--- config.mk ---
export PLATFORM = sky130hd
export DESIGN_NAME = mtf_zero_run_length_decoder_flat
export DESIGN_NICKNAME = d
export VERILOG_FILES = /design/src/hdl/mzrl_pkg.sv /design/src/hdl/mzrl_if.sv /design/src/hdl/mtf_zero_run_length_decoder.sv /design/src/hdl/mzrl_in_stage.sv /design/src/hdl/mzrl_decoder.sv /design/src/hdl/mzrl_out_stage.sv /design/src/flat_wrapper.sv
export SDC_FILE = /design/constraint.sdc
export NUM_CORES = 1
export LEC_CHECK = 0
export ABC_AREA = 1
export BUFFER_PORTS_ARGS = -buffer_cell sky130_fd_sc_hd__buf_4
export CAP_MARGIN = 20
export CORE_UTILIZATION = 46
export CTS_BUF_LIST = sky130_fd_sc_hd__clkbuf_4 sky130_fd_sc_hd__clkbuf_8
export DETAILED_ROUTE_END_ITERATION = 8
export PLACE_DENSITY = 0.65
export SYNTH_ARGS = -nofsm -noshare
export SYNTH_HDL_FRONTEND = slang
export SYNTH_SLANG_ARGS = --single-unit
--- constraint.sdc ---
create_clock -name clk -period 3.9 [get_ports clk]
set_input_delay 0.195 -clock clk [delete_from_list [all_inputs] [get_ports clk]]
set_output_delay 0.195 -clock clk [all_outputs]
set_load 0.02 [all_outputs]
--- src/hdl/mzrl_pkg.sv ---
// Types and constants of the zero run-length decoder.
package mzrl_pkg;

  localparam int unsigned CodeW   = 8;
  localparam int unsigned LenW    = 16;
  localparam int unsigned CountW  = 7;
  localparam int unsigned ExpW    = 4;
  localparam int unsigned MantHiW = 3;
  localparam int unsigned MantW   = MantHiW + CodeW;

  localparam int unsigned EscFlagBit = 7;

  typedef struct packed {
    logic [CodeW-1:0] code_byte;
    logic             end_of_stream;
  } item_t;

  typedef struct packed {
    logic [CodeW-1:0] run_value;
    logic [LenW-1:0]  run_length;
    logic             last_run;
    logic             truncated;
  } run_t;

  typedef struct packed {
    logic emit;
    run_t run;
  } dec_res_t;

endpackage

--- src/hdl/mzrl_if.sv ---
// Valid/ready channel interfaces for code bytes and decoded runs.
interface mzrl_in_if;
  logic                          valid;
  logic                          ready;
  logic [mzrl_pkg::CodeW-1:0]    code_byte;
  logic                          end_of_stream;

  modport source (output valid, output code_byte, output end_of_stream, input ready);
  modport sink (input valid, input code_byte, input end_of_stream, output ready);
endinterface

interface mzrl_out_if;
  logic                          valid;
  logic                          ready;
  logic [mzrl_pkg::CodeW-1:0]    run_value;
  logic [mzrl_pkg::LenW-1:0]     run_length;
  logic                          last_run;
  logic                          truncated;

  modport source (output valid, output run_value, output run_length, output last_run,
                  output truncated, input ready);
  modport sink (input valid, input run_value, input run_length, input last_run,
                input truncated, output ready);
endinterface

--- src/hdl/mtf_zero_run_length_decoder.sv ---
// Top level of the zero run-length decoder: input register, decoder and result register.
// A byte sits in the input register and its run, if any, in the result register.
// Takes one code byte per cycle unless the output stalls; decode sits between the registers.
// The input register frees itself whenever the result register is empty or being read.
// Synchronous active-low reset empties both registers and returns the decoder to
// expecting a header byte.
module mtf_zero_run_length_decoder (
  input  logic       clk,
  input  logic       rst_n,
  mzrl_in_if.sink    in_ch,
  mzrl_out_if.source out_ch
);

  mzrl_pkg::item_t    item_in;
  mzrl_pkg::item_t    item_q;
  mzrl_pkg::dec_res_t res;
  mzrl_pkg::run_t     run_q;
  logic               in_q_valid;
  logic               out_valid;
  logic               stall;
  logic               advance;
  logic               load;

  assign item_in.code_byte     = in_ch.code_byte;
  assign item_in.end_of_stream = in_ch.end_of_stream;

  assign stall       = out_valid & ~out_ch.ready;
  assign advance     = in_q_valid & ~stall;
  assign in_ch.ready = ~in_q_valid | ~stall;
  assign load        = in_ch.valid & in_ch.ready;

  mzrl_in_stage u_in_stage (
    .clk     (clk),
    .rst_n   (rst_n),
    .load    (load),
    .item_in (item_in),
    .advance (advance),
    .valid_o (in_q_valid),
    .item_o  (item_q)
  );

  mzrl_decoder u_decoder (
    .clk   (clk),
    .rst_n (rst_n),
    .step  (advance),
    .item  (item_q),
    .res   (res)
  );

  mzrl_out_stage u_out_stage (
    .clk     (clk),
    .rst_n   (rst_n),
    .advance (advance),
    .res     (res),
    .ready   (out_ch.ready),
    .valid_o (out_valid),
    .run_o   (run_q)
  );

  assign out_ch.valid      = out_valid;
  assign out_ch.run_value  = run_q.run_value;
  assign out_ch.run_length = run_q.run_length;
  assign out_ch.last_run   = run_q.last_run;
  assign out_ch.truncated  = run_q.truncated;

endmodule

--- src/hdl/mzrl_in_stage.sv ---
// Input register that holds one accepted code byte transaction.
module mzrl_in_stage (
  input  logic            clk,
  input  logic            rst_n,
  input  logic            load,
  input  mzrl_pkg::item_t item_in,
  input  logic            advance,
  output logic            valid_o,
  output mzrl_pkg::item_t item_o
);

  logic            valid_r;
  logic            valid_nxt;
  mzrl_pkg::item_t item_r;

  always_comb begin
    valid_nxt = valid_r;
    if (load) begin
      valid_nxt = 1'b1;
    end else if (advance) begin
      valid_nxt = 1'b0;
    end
  end

  always_ff @(posedge clk) begin
    if (!rst_n) begin
      valid_r <= 1'b0;
    end else begin
      valid_r <= valid_nxt;
    end
  end

  always_ff @(posedge clk) begin
    if (load) begin
      item_r <= item_in;
    end
  end

  assign valid_o = valid_r;
  assign item_o  = item_r;

endmodule

--- src/hdl/mzrl_decoder.sv ---
// Token decoder: phase, escape and literal count state with the run computation.
module mzrl_decoder (
  input  logic               clk,
  input  logic               rst_n,
  input  logic               step,
  input  mzrl_pkg::item_t    item,
  output mzrl_pkg::dec_res_t res
);

  typedef enum logic [1:0] {
    PH_HEADER  = 2'd0,
    PH_ESCAPE  = 2'd1,
    PH_LITERAL = 2'd2
  } phase_t;

  phase_t                                       phase_r;
  phase_t                                       phase_nxt;
  logic [mzrl_pkg::CountW-1:0]                  esc_r;
  logic [mzrl_pkg::CountW-1:0]                  esc_nxt;
  logic [mzrl_pkg::CountW-1:0]                  lit_r;
  logic [mzrl_pkg::CountW-1:0]                  lit_nxt;
  logic [mzrl_pkg::ExpW-1:0]                    expo;
  logic [mzrl_pkg::MantW-1:0]                   mant;
  logic [mzrl_pkg::LenW-1:0]                    esc_len;
  logic                                         have_run;
  logic [mzrl_pkg::CodeW-1:0]                   value;
  logic [mzrl_pkg::LenW-1:0]                    length;
  logic [mzrl_pkg::CodeW-1:0]                   b;

  assign b       = item.code_byte;
  assign expo    = esc_r[mzrl_pkg::CountW-1 -: mzrl_pkg::ExpW];
  assign mant    = {esc_r[mzrl_pkg::MantHiW-1:0], b};
  assign esc_len = (mzrl_pkg::LenW'(1) << expo)
                 + mzrl_pkg::LenW'(mant) - mzrl_pkg::LenW'(1);

  always_comb begin
    phase_nxt = phase_r;
    esc_nxt   = esc_r;
    lit_nxt   = lit_r;
    have_run  = 1'b0;
    value     = '0;
    length    = '0;
    case (phase_r)
      PH_ESCAPE: begin
        phase_nxt = PH_HEADER;
        esc_nxt   = '0;
        length    = esc_len;
        have_run  = (esc_len != '0);
      end
      PH_LITERAL: begin
        have_run = 1'b1;
        value    = b;
        length   = mzrl_pkg::LenW'(1);
        lit_nxt  = lit_r - mzrl_pkg::CountW'(1);
        if (lit_nxt == '0) begin
          phase_nxt = PH_HEADER;
        end
      end
      default: begin
        phase_nxt = PH_HEADER;
        if (b[mzrl_pkg::EscFlagBit]) begin
          esc_nxt   = b[mzrl_pkg::CountW-1:0];
          phase_nxt = PH_ESCAPE;
        end else begin
          lit_nxt = b[mzrl_pkg::CountW-1:0];
          if (lit_nxt != '0) begin
            phase_nxt = PH_LITERAL;
          end
        end
      end
    endcase

    res.emit           = have_run | item.end_of_stream;
    res.run.run_value  = have_run ? value : '0;
    res.run.run_length = have_run ? length : '0;
    res.run.last_run   = item.end_of_stream;
    res.run.truncated  = item.end_of_stream & (phase_nxt != PH_HEADER);

    if (item.end_of_stream) begin
      phase_nxt = PH_HEADER;
      esc_nxt   = '0;
      lit_nxt   = '0;
    end
  end

  always_ff @(posedge clk) begin
    if (!rst_n) begin
      phase_r <= PH_HEADER;
      esc_r   <= '0;
      lit_r   <= '0;
    end else if (step) begin
      phase_r <= phase_nxt;
      esc_r   <= esc_nxt;
      lit_r   <= lit_nxt;
    end
  end

endmodule

--- src/hdl/mzrl_out_stage.sv ---
// Result register that holds one run until the sink takes it.
module mzrl_out_stage (
  input  logic               clk,
  input  logic               rst_n,
  input  logic               advance,
  input  mzrl_pkg::dec_res_t res,
  input  logic               ready,
  output logic               valid_o,
  output mzrl_pkg::run_t     run_o
);

  logic           valid_r;
  logic           valid_nxt;
  mzrl_pkg::run_t run_r;

  always_comb begin
    valid_nxt = valid_r;
    if (advance) begin
      valid_nxt = res.emit;
    end else if (ready) begin
      valid_nxt = 1'b0;
    end
  end

  always_ff @(posedge clk) begin
    if (!rst_n) begin
      valid_r <= 1'b0;
    end else begin
      valid_r <= valid_nxt;
    end
  end

  always_ff @(posedge clk) begin
    if (advance && res.emit) begin
      run_r <= res.run;
    end
  end

  assign valid_o = valid_r;
  assign run_o   = run_r;

endmodule

--- src/flat_wrapper.sv ---
// flat-port wrapper written by rule: the top's interface ports become plain ports
module mtf_zero_run_length_decoder_flat 
  (clk, rst_n, in_ch_valid, in_ch_code_byte, in_ch_end_of_stream, in_ch_ready, out_ch_valid, out_ch_run_value, out_ch_run_length, out_ch_last_run, out_ch_truncated, out_ch_ready);
  mzrl_in_if in_ch_i ();
  mzrl_out_if out_ch_i ();
  input  logic clk;
  input  logic rst_n;
  input wire logic [$bits(in_ch_i.valid)-1:0] in_ch_valid;
  input wire logic [$bits(in_ch_i.code_byte)-1:0] in_ch_code_byte;
  input wire logic [$bits(in_ch_i.end_of_stream)-1:0] in_ch_end_of_stream;
  output wire logic [$bits(in_ch_i.ready)-1:0] in_ch_ready;
  output wire logic [$bits(out_ch_i.valid)-1:0] out_ch_valid;
  output wire logic [$bits(out_ch_i.run_value)-1:0] out_ch_run_value;
  output wire logic [$bits(out_ch_i.run_length)-1:0] out_ch_run_length;
  output wire logic [$bits(out_ch_i.last_run)-1:0] out_ch_last_run;
  output wire logic [$bits(out_ch_i.truncated)-1:0] out_ch_truncated;
  input wire logic [$bits(out_ch_i.ready)-1:0] out_ch_ready;
  assign in_ch_i.valid = in_ch_valid;
  assign in_ch_i.code_byte = in_ch_code_byte;
  assign in_ch_i.end_of_stream = in_ch_end_of_stream;
  assign in_ch_ready = in_ch_i.ready;
  assign out_ch_valid = out_ch_i.valid;
  assign out_ch_run_value = out_ch_i.run_value;
  assign out_ch_run_length = out_ch_i.run_length;
  assign out_ch_last_run = out_ch_i.last_run;
  assign out_ch_truncated = out_ch_i.truncated;
  assign out_ch_i.ready = out_ch_ready;
  mtf_zero_run_length_decoder u_core (.clk(clk), .rst_n(rst_n), .in_ch(in_ch_i), .out_ch(out_ch_i));
endmodule
==> After elaboration in Yosys (flattened, before gate mapping) <==
Index checks and enable logic that the tools add are counted.
{ "totals": {"input_bits": 13, "regBits": 53, "out_inout_bits": 28, "wordCells": 57} }
{ "op_classes": {"reduce_logical": 11, "shift": 1, "n_eq_ne": 5, "n_mux": 17, "n_addsub": 3, "n_bitwise": 9} }
{ "ops": {"columns": ["cell", "count"], "rows": [
  ["case mux 16 bit (2 select lines)", 1],
  ["2-to-1 mux 7 bit", 4],
  ["case mux 7 bit (2 select lines)", 2],
  ["adder 16 x 11 -> 16 bit", 1],
  ["nonzero test 16 bit", 1],
  ["left shift 1 x 4 -> 16 bit (first input constant)", 1],
  ["subtractor 16 x 1 -> 16 bit (second input constant)", 1],
  ["2-to-1 mux 2 bit", 4],
  ["zero test 7 bit", 1],
  ["nonzero test 7 bit", 1],
  ["subtractor 7 x 1 -> 7 bit (second input constant)", 1],
  ["AND reduction 3 bit", 2],
  ["nonzero test 2 bit", 3],
  ["AND 1 bit", 4],
  ["2-to-1 mux 1 bit", 4],
  ["inequality test 2 x 1 -> 1 bit (second input constant)", 2],
  ["case mux 2 bit (2 select lines)", 1],
  ["inequality test 3 bit (second input constant)", 1],
  ["inverter 1 bit", 3],
  ["nonzero test 3 bit", 1],
  ["== test 2 x 1 -> 1 bit (second input constant)", 1],
  ["== test 2 bit (second input constant)", 1],
  ["bitwise OR 1 bit", 2],
  ["case mux 1 bit (2 select lines)", 1],
  ["2 further kinds", 2]
]} }

==> Logic depth before layout (Yosys ltp) <==
{ "depth": {"depth_word": 7, "ltp_mapped": 22, "depth_no_buf": 22} }

==> Hierarchy <==
A second synthesis with hierarchy kept.
{ "hier_totals": {"cells_unflattened": 486, "hier_area_um2": 3623.5} }
{ "modules_own_cells": {"columns": ["module", "area_each_um2", "seq_area_each_um2", "cells_each", "n_inst"], "rows": [
  ["mzrl_decoder", 2457.4, 320.3, 433, 1],
  ["mzrl_out_stage", 828.3, 800.8, 33, 1],
  ["mzrl_in_stage", 314.1, 290.3, 15, 1],
  ["mtf_zero_run_length_decoder", 23.8, 0.0, 5, 1]
]} }

==> Worst setup path after synthesis <==
OpenSTA, ideal clock, no wires.
{ "synth_path": {"path_type": "register -> register", "startpoint": "reg u_core.u_decoder.esc_r[3] in the netlist's numbering", "endpoint": "reg u_core.u_out_stage.run_r (netlist bit u_core.u_out_stage.run_o[0]) (enable)", "period_less_slack_ns": 3.349, "t_arrival_ns": 2.968, "path_stages_with_launch": 23, "setup_ns": 0.381, "path_buffers": 0, "required_ns": 3.519, "setup_slack_ns": 0.551, "cell_sequence": "dfxtp_1 > inv_1 > nor2_1 > nand3_1 > ha_1 > inv_1 > ha_1 > fa_1 > nand2_1 > nand2_2 > nand3b_2 > nand2_2 > nand2_2 > nand2_1 > nand2_1 > nand2_1 > nand2_1 > nor2_1 > nand2_1 > nand2_2 > nand3_2 > nand2_2 > inv_1"} }
{ "synth_via": {"elab_chain_len": 7} }
{ "synth_rtl": {"columns": ["element", "line", "rtl"], "rows": [
  ["start, declared", "mzrl_decoder.sv:18", "logic [mzrl_pkg::CountW-1:0] esc_r;"],
  ["start signal, assigned", "mzrl_decoder.sv:93", "esc_r <= esc_nxt;"],
  ["left shift 1 x 4 -> 16 bit", "mzrl_decoder.sv:33", "assign esc_len = (mzrl_pkg::LenW'(1) << expo)"],
  ["adder 16 x 11 -> 16 bit", "mzrl_decoder.sv:34", "+ mzrl_pkg::LenW'(mant) - mzrl_pkg::LenW'(1);"],
  ["subtractor 16 x 1 -> 16 bit", "mzrl_decoder.sv:34", null],
  ["nonzero test 16 bit", "mzrl_decoder.sv:48", "have_run = (esc_len != '0);"],
  ["case mux 1 bit (2 select lines)", "mzrl_decoder.sv:43", "case (phase_r)"],
  ["bitwise OR 1 bit", "mzrl_decoder.sv:73", "res.emit = have_run | item.end_of_stream;"],
  ["logical AND 1 bit", "mzrl_out_stage.sv:34", "if (advance && res.emit) begin"],
  ["end signal, assigned", "mzrl_out_stage.sv:35", "run_r <= res.run;"],
  ["end, declared", "mzrl_out_stage.sv:14", "mzrl_pkg::run_t run_r;"]
]} }
Every way passes these cells.
A chain may end at the register's enable or synchronous reset.

==> Final worst setup path <==
{ "layout_path": {"startpoint": "reg u_core.u_decoder.esc_r[3] in the netlist's numbering", "endpoint": "reg u_core.u_out_stage.run_r (netlist bit u_core.u_out_stage.run_o[11]) (enable)"} }
The elaborated chain is that of the path after synthesis.

==> run summary <==
# nets final -> 553
Global placement routability congestion -> 0.862
Crit-path cells -> inv_1 > nor2_1 > nand3_1 > ha_1 > inv_1 > ha_1 > fa_1 > nand2_1 > nand2_2 > nand3b_2 > nand2_2 > nand2_2 > nand2_1 > nand2_1 > nand2_1 > nand2_1 > nor2_1 > nand2_1 > nand2_2 > nand3_2 > nand2_2 > inv_1 > buf_12
Worst reg2reg startpoint -> u_core.u_decoder.esc_r[3]
Hold crit path type -> input pin to flip-flop
Data required, critical path -> 3.92 ns
Yosys reg bits -> 53
CTS Buf Count -> 5
Area of the multi-input gates -> 1700 sq um
Maximum VDD drop -> 0.160 mV
Number of detailed-route iterations in the first pass -> 4
Register area -> 1410 sq um
Leakage -> 1.99 nW
Worst Hold Launch -> in_ch_code_byte[7]
Clock sink count -> 53
Critical path peak fanout -> 20
I/O Buffers -> 40
Most frequent CP cell -> nand2_1
Syn nets -> 512
Vias in the first global route -> 2,681
Depth of the CTS H-tree -> 2
Slew @ Worst Pin -> 0.937 ns
Clock slew at reported path FFs -> 0.10 ns
Die H -> 89.5 microns
Total GRT Usage -> 20.1%
Setup total negative slack -> 0 ns
Slowest CP cell -> fa_1
Post-Synthesis Cell Area -> 3520 sq um
Clock skew -> 0.0162 ns
Crit start category -> flip-flop
DP HPWL -> 6.02 mm
Die area -> 8020 sq um
Largest net degree at the start of global routing -> 22
Wire length per cell -> 12.2 microns
Final period util -> 90.7%
CP Launch Point -> u_core.u_decoder.esc_r[3]
Layout cells sized above 1 -> 11.7%
Wire length of the first global-routing pass -> 12.3 mm
CTS tree -> done
Headroom to the max-slew limit -> 37.1%
Initial Utilization -> 48.1%
# DRC -> 0
Gate Count Post-Synth -> 469
Hold-fix buffers, CTS -> 0
Vias post-DR -> 2,982
Antenna Nets Post-Route -> 0
Finished Core Util -> 55.0%
Max stage delay on crit path -> 0.43 ns
Critical Path AT -> 3.55 ns
Kind of critical path -> flip-flop to flip-flop
Aggregate routed wire length -> 7.43 mm
Final hold vios -> 0
Yosys cell types -> 30
Area grow syn2layout -> 14.3%
GRT overflow -> 0
Initial DRC Count -> 159
Ports -> 41
Unrepaired setup endpoints after global routing -> false
Initial antenna violation count -> 0
Filler instances -> 711
Avg Cell Area, Syn -> 7.52 sq um
ANT cells -> 0
Power per cell area -> 336 nW/um^2
Clk_lat worst skew -> 0.31 ns
Final setup violating endpoints -> 0
Root Driver -> clkbuf_8
Vias per cell -> 4.89
Die Width -> 89.5 microns
Max frequency -> 0.283 GHz
Slew Limit Fails -> 0
Yosys warning count -> 0
CORE AREA -> 7330 sq um
CTS Buffer Depth -> 2
Max-cap viol count -> 0
Post-synthesis sequential area ratio -> 40.0%
Minimum clock period after layout -> 3.54 ns
Critical path capture point type -> flip-flop
Outcome -> completed
Postcts setup bufs -> 0
Placement Rows -> 31
CTS resizes -> 0
-- final timing paths --
kind                            cells after the start  slack, ns                            to
worst min-delay path                                1       0.05   u_core.u_in_stage.item_o[8]
worst max register to register                     23       0.36  u_core.u_out_stage.run_o[11]
worst max-delay path                               23       0.36  u_core.u_out_stage.run_o[11]
worst min register to register                      2       0.49     u_core.u_decoder.esc_r[0]
-- kinds of logic (layout without fill, tap and decap cells) --
group	count (synthesis)	count (layout)	synth area share, %
buffers and inverters	109	151	11.7
flip-flops	53	53	40.0
XOR/XNOR	7	7	1.74
adder cells (fa/ha/maj)	30	30	10.9
AND/OR/NAND/NOR	217	217	26.7
AO/OA/AOI/OAI	53	53	8.98
-- report_power, final --
part           switching, mW  total [mW]  internal [mW]
Sequential            0.0189       0.640          0.621
Combinational          0.253       0.393          0.140
Clock                  0.186       0.321          0.135
-- layer usage --
metal | GRT usage, % | share of wire [%] | vias to the layer above
met3 | 3.42 | 3.9 | 7
met2 | 31.1 | 45 | 59
met4 | 5.19 | 0.93 | 0
met1 | 29.2 | 50 | 1326
li1 | - | - | 1590
met5 | 0 | 0 | -
-- critical path, delay by kind of cell (launching register included) --
family / cells / cell delay (ns)
AND/OR/NAND/NOR: 16 / 1.31
adder cells (fa/ha/maj): 3 / 0.96
flip-flops: 1 / 0.39
buffers and inverters: 4 / 0.58
-- layout make-up --
type | instances | share of cell area (%)
clock buffers | 6 | 1.89
clock inverters | 2 | 0.342
inverters | 102 | 9.50
multi-input cells | 307 | 42.2
flip-flops and latches | 53 | 35.0
well taps | 99 | 3.07
repair buffers | 41 | 7.95
-- per-stage QoR --
step	cell area [sq um]	setup WS, ns	hold slack [ns]	total power, mW	cells
floorplan	3520	0.551	0.294	0.943	469
global placement	3940	0.502	0.373	1.04	602
detailed placement	3940	0.394	0.374	1.04	602
CTS	4030	0.367	0.0493	1.36	610
global route	4030	0.0372	0.0373	1.44	610
finish	4030	0.363	0.0504	1.35	610
-- sequential cells by signal, summed over array words and instances (netlist names) --
| name | flops |
|---|---|
| u_core.u_in_stage.item_o | 9 |
| u_core.u_out_stage.valid_o | 1 |
| u_core.u_decoder.esc_r | 7 |
| u_core.u_in_stage.valid_o | 1 |
| u_core.u_out_stage.run_o | 26 |
| u_core.u_decoder.lit_r | 7 |
| u_core.u_decoder.phase_r | 2 |
-- cell usage in the layout, fill, tap and decap left out, types with 8 or more instances in the layout --
cell	instances
a211oi_1	11
a21oi_1	31
buf_4	40
dfxtp_1	18
edfxtp_1	35
ha_1	29
inv_1	101
nand2_1	121
nand3_1	28
nand4_1	8
nor2_1	32
nor3_1	12
-- Yosys cell counts --
library cell  instances  area [sq um]
o21ai_0               3          15.0
and2_1                2          12.5
a21oi_1              31           155
nand3_2               2          20.0
nor3_1               12          60.1
o2111ai_1             4          35.0
fa_1                  1          20.0
ha_1                 29           363
o21ai_1               1          5.00
edfxtp_1             35          1050
dfxtp_1              18           360
nand3_1              28           140
nand2_1             121           454
nor4_1                1          6.26
inv_1               101           379
buf_2                 2          10.0
clkbuf_1              5          18.8
nor2_1               32           120
a211oi_1             11          82.6
xor2_1                3          26.3
xnor2_1               4          35.0
nand3b_2              1          11.3
nand4_1               8          50.1
nor3b_1               1          7.51
nor2_2                1          6.26
nand3b_1              2          15.0
o31ai_1               2          15.0
nand2_2               6          37.5
clkinv_1              1          3.75
a21oi_2               1          8.76
Note: power is estimated with default switching activity, not from simulation.
